<file path="config.mk">
export PLATFORM = sky130hd
export DESIGN_NAME = ph_clear
export DESIGN_NICKNAME = d
export VERILOG_FILES = /design/src/rtl/ph_pkg.sv /design/src/rtl/ph_clear.sv
export SDC_FILE = /design/constraint.sdc
export NUM_CORES = 1
export LEC_CHECK = 0
export BUFFER_PORTS_ARGS = -buffer_cell sky130_fd_sc_hd__buf_2
export CAP_MARGIN = 20
export CORE_AREA = 3 3 40 42
export CTS_BUF_LIST = sky130_fd_sc_hd__clkbuf_2
export DETAILED_ROUTE_END_ITERATION = 8
export DIE_AREA = 0 0 43 45
export PLACE_DENSITY = 0.53
export SYNTH_ARGS = -nofsm -noshare
export SYNTH_HDL_FRONTEND = slang
export SYNTH_SLANG_ARGS = --single-unit
</file>
<file path="constraint.sdc">
create_clock -name clk -period 1.7 [get_ports clk]
set_clock_uncertainty 0.15 [all_clocks]
set_input_delay 0.34 -clock clk [delete_from_list [all_inputs] [get_ports clk]]
set_output_delay 0.34 -clock clk [all_outputs]
set_load 0.01 [all_outputs]
</file>
<file path="src/rtl/ph_pkg.sv">
`default_nettype none
// ----------------------------------------------------------------------------
// ph_pkg - shared definitions for the pixel histogram engine
// Default sizes, command codes, register reset values and the control
// bundle that the clear sequencer hands to the datapath.
// ----------------------------------------------------------------------------
package ph_pkg;

    // default histogram geometry
    localparam int PH_NUM_BINS    = 256;
    localparam int PH_COUNT_WIDTH = 32;

    // field widths fixed by the stream format
    localparam int PH_PIXEL_W     = 8;
    localparam int PH_OUT_COUNT_W = 32;
    localparam int PH_S_TDATA_W   = 16;
    localparam int PH_M_TDATA_W   = 40;

    // command codes carried on s_axis_tuser
    localparam logic PH_CMD_COUNT = 1'b0;
    localparam logic PH_CMD_READ  = 1'b1;

    // configuration reset value
    localparam logic [PH_PIXEL_W-1:0] PH_MAX_LEVEL_RESET = 8'hFF;

    // clear sequencer to datapath
    typedef struct packed {
        logic busy;
        logic wr_en;
    } ph_clr_ctrl_t;

endpackage : ph_pkg
`default_nettype wire

</file>
<file path="src/rtl/ph_clear.sv">
`default_nettype none
// ----------------------------------------------------------------------------
// ph_clear - post-reset clearing sweep for the bin memory
// Walks every bin address once after reset and asks for a zero write at
// each; reports busy until the last bin has been cleared.
// ----------------------------------------------------------------------------
module ph_clear #(
    parameter int NUM_BINS = ph_pkg::PH_NUM_BINS
) (
    input  wire logic                        clk,
    input  wire logic                        rst_n,
    output ph_pkg::ph_clr_ctrl_t             ctrl,
    output logic      [$clog2(NUM_BINS)-1:0] addr
);
    import ph_pkg::*;

    localparam int ADDR_W = $clog2(NUM_BINS);
    localparam logic [ADDR_W-1:0] LAST_ADDR = ADDR_W'(NUM_BINS - 1);

    logic              busy_reg;
    logic              busy_next;
    logic [ADDR_W-1:0] addr_reg;
    logic [ADDR_W-1:0] addr_next;

    // advance through the bins, drop busy after the last one
    always_comb
    begin
        busy_next = busy_reg;
        addr_next = addr_reg;
        if (busy_reg)
        begin
            addr_next = addr_reg + 1'b1;
            if (addr_reg == LAST_ADDR)
            begin
                busy_next = 1'b0;
            end
        end
    end

    always_ff @(posedge clk or negedge rst_n)
    begin
        if (!rst_n)
        begin
            busy_reg <= 1'b1;
            addr_reg <= '0;
        end
        else
        begin
            busy_reg <= busy_next;
            addr_reg <= addr_next;
        end
    end

    assign ctrl.busy  = busy_reg;
    assign ctrl.wr_en = busy_reg;
    assign addr       = addr_reg;

endmodule : ph_clear
`default_nettype wire

</file>
# Yosys cells after proc, flatten, opt, wreduce, memory -nomap -nowiden
# Cells that the tools add are included.
[word_totals]
regBits = 9
input_bits = 2
output_inout_bits = 10
word_cells = 6
[op_classes]
add_sub_neg = 1
eq_ne = 1
muxes = 2
[op_table]
columns = ["op", "n"]
rows = [
  ["8-bit by 1-bit adder with 8-bit output (second input constant)", 1],
  ["8-bit equality test (second input constant)", 1],
  ["1-bit two-way mux", 2],
]

# Logic depth before layout (Yosys ltp)
[logic_depth]
word_depth = 3
ltp_mapped = 4
ltp_nobuf = 3

# Worst setup path after synthesis
# No wires, ideal clock.
[synth_timing]
path_kind = "register -> register"
from = "register addr_reg[0] (netlist: addr[0])"
to = "register addr_reg[1] (netlist: addr[1])"
setup_time_ps = 125
t_arrival_ps = 999
slack_ps = 427
stages_incl_launch_ff = 3
n_path_buf = 0
synth_period_minus_slack_ps = 1273
cell_sequence = "dfrtp_1 -> ha_1 -> mux2_2"
[synth_via]
elab_chain_cells = 1
[synth_lines]
columns = ["item", "line_no", "rtl"]
rows = [
  ["start, declared", "ph_clear.sv:22", "logic [ADDR_W-1:0] addr_reg;"],
  ["start signal, assigned", "ph_clear.sv:50", "addr_reg <= addr_next;"],
  ["8-bit by 1-bit adder with 8-bit output", "ph_clear.sv:32", "addr_next = addr_reg + 1'b1;"],
]
# Every way passes these cells.
# A chain may end at the register's enable or synchronous reset.

# Final worst setup path
[layout_timing]
from = "register busy_reg"
to = "output ctrl[1] (netlist bit)"
[layout_lines]
columns = ["item", "line_no", "rtl"]
rows = [
  ["start, declared", "ph_clear.sv:20", "logic busy_reg;"],
  ["start signal, assigned", "ph_clear.sv:49", "busy_reg <= busy_next;"],
  ["end, declared", "ph_clear.sv:12", "output ph_pkg::ph_clr_ctrl_t ctrl,"],
]
# No word-level cell between the ends.

==> flow_metrics.py <==
metrics = {
    "floorplanning": {
        "io_pins": 12,
        "die_w_um": 43,
        "core.rowCount": 13,
        "initial_core_util_pct": 32.1,
        "core_area_um2": 1280,
        "die_area_um2": 1940,
        "fp.dieH_um": 45,
    },
    "setup_path": {
        "crit_start": "busy_reg$_DFF_PN1_",
        "crit_chain": "buf_2",
        "cp_num_buf_inv": 1,
        "path_depth": 1,
        "worstRegToRegCells": 3,
        "crit_path_end_kind": "output port",
        "cp_top_family": "flip-flops",
        "worst-path-max-fanout": 9,
        "required_ns": 1.21,
        "cp-start-kind": "register",
        "slowest_stage": "dfstp_2",
        "worstSetupPathType": "register to output port",
        "critPathMaxStageDelay_ns": 0.65,
        "worstReg2RegStart": "busy_reg$_DFF_PN1_",
        "cp.arrival_ns": 1.06,
    },
    "cells_and_area": {
        "nets": 49,
        "synthToLayoutAreaGrowth_pct": 19.7,
        "final_util_pct": 38.5,
        "fin_area_um2": 494,
        "largest_reg_flops": 8,
        "layout-drive-gt1-share_pct": 44.4,
        "num_antenna_cells": 0,
    },
    "placement": {
        "dp_hpwl_um": 564,
        "post-place-ws_ns": 0.407,
        "place_area_um2": 464,
        "io_buffers": 11,
        "place.gp.congestion": 0.720,
    },
    "clock_tree": {
        "cts_root_buf": "clkbuf_2",
        "clk_latency_ns": 0.24,
        "htree_levels": 1,
        "cts_buffers": 3,
        "cts.reportedPaths.clkPinSlew_ns": 0.09,
        "postCtsSetupRepairBufs": 0,
        "cts_resized": 0,
        "cts_buffer_depth": 2,
        "cts_sinks": 9,
        "cts_tree": "done",
    },
    "timing": {
        "rsz0062_at_grt": "false",
        "min_period_over_period_pct": 91.1,
        "fmax_ghz": 0.646,
        "slew_violations": 0,
        "tightest_slew_ns": 0.255,
        "hold_viol": 0,
        "relSlewSlack_pct": 83.0,
        "tns_ns": 0,
        "min_period_ns": 1.55,
        "final-setup-viol-count": 0,
        "worst_slack_ns": 0.152,
    },
    "routing": {
        "first_pass_iters": 2,
        "avgRoutedWirePerCell_um": 12.1,
        "drtIter0Drc": 3,
        "postRouteAntennaNets": 0,
        "vias": 279,
        "post_drt_via_cell_ratio": 4.65,
        "wl_um": 728,
        "drc_errors": 0,
    },
    "synth": {
        "synth_top_area_share_pct": 48.5,
        "synth_top_cell_by_area": "dfrtp_1",
        "syn-instance-count": 32,
        "ys_seq_area_share_pct": 54.8,
        "ys_types": 14,
        "synth-seq-cells": 9,
        "syn-cell-area_um2": 413,
        "avgSynthCellArea_um2": 12.9,
        "yosys-top-cells-area": "dfrtp_1, xnor2_1, dfstp_2",
        "synth_nets": 35,
        "yosys_warnings": 0,
    },
    "run_status": {
        "status": "finished clean",
    },
    "grt": {
        "grt_usage_pct": 8.27,
        "grt_max_degree": 10,
        "grt_overflow": 0,
        "antenna_found_initial": 0,
        "grt_pass1_vias": 277,
        "grt_pass1_wl_um": 1160,
    },
    "pwr": {
        "vdd_drop_max_mv": 0.281,
        "powerDensity_nw_per_um2": 718,
        "leakage_nw": 0.284,
        "total_power_mw": 0.355,
    },
    "hold_path": {
        "hold_class": "primary input to asynchronous set/reset pin",
    },
    "job": {
        "maxCapViolCount": 0,
    },
}
[cells in the final DEF, fill, tap and decap left out]
cell type       n
buf_2          11
dfrtp_1         8
xnor2_1         4
clkbuf_2        4
nand4_1         3
xor2_1          3
nand2_1         2
nor2_2          2
nand3_1         1
o21a_1          1
nand4_4         1
mux2_2          1
and3_1          1
ha_1            1
dfstp_2         1
dlygate4sd3_1   1
[routing by layer]
layer	routed length [um]	global-route usage [%]
met5	0	0
met3	55	2.39
met1	322	9.77
met2	336	13.2
met4	14	5.42
[layout make-up]
cell class	instances	area (um^2)
Fill cell	133	791
Sequential cell	9	226
Multi-Input combinational cell	20	164
Timing Repair Buffer	12	65.1
Clock buffer	4	20.0
Tap cell	15	18.8
[Yosys cell counts, drive strengths merged]
cell type and count:
dfrtp 8, nand4 4, xnor2 4, buf 3, xor2 3, nand2 2, nor2 2, and3 1
dfstp 1, ha 1, mux2 1, nand3 1, o21a 1
[cells by family after synthesis]
logic type	share of synthesized area [%]
DFF	54.8
adders and majority gates	3.03
AOI/OAI and AO/OA	1.82
xor gates and xnor gates	14.8
and+or+nand+nor	17.3
buffers and inverters	5.45
muxes	2.73
[repair_timing]
item | in CTS | in global routing
hold buffers | 1 | 0
endpoints found under the hold margin | 9 | 0
setup endpoints to repair | 0 | 0
[through the flow]
stage / cells / hold slack (ns)
finish: 60 / 0.319
global route: 60 / 0.328
CTS: 60 / 0.315
detailed placement: 55 / 0.0480
global placement: 55 / 0.0454
floorplan: 32 / -0.106
[where the power goes]
group	internal (mW)	switching, mW
Clock	0.0625	0.0717
Sequential	0.214	0
Combinational	0.00234	0.00422
[worst paths after layout]
path,slack (ns),endpoint
hold / removal,0.32,addr[2]$_DFFE_PN0P_
min in group clk,0.34,addr[6]$_DFFE_PN0P_
setup / recovery,0.15,ctrl[1]
hold reg to reg,0.34,addr[6]$_DFFE_PN0P_
max in group asynchronous,0.84,busy_reg$_DFF_PN1_
setup reg to reg,0.39,addr[7]$_DFFE_PN0P_
Note: power is estimated with default switching activity, not from simulation.
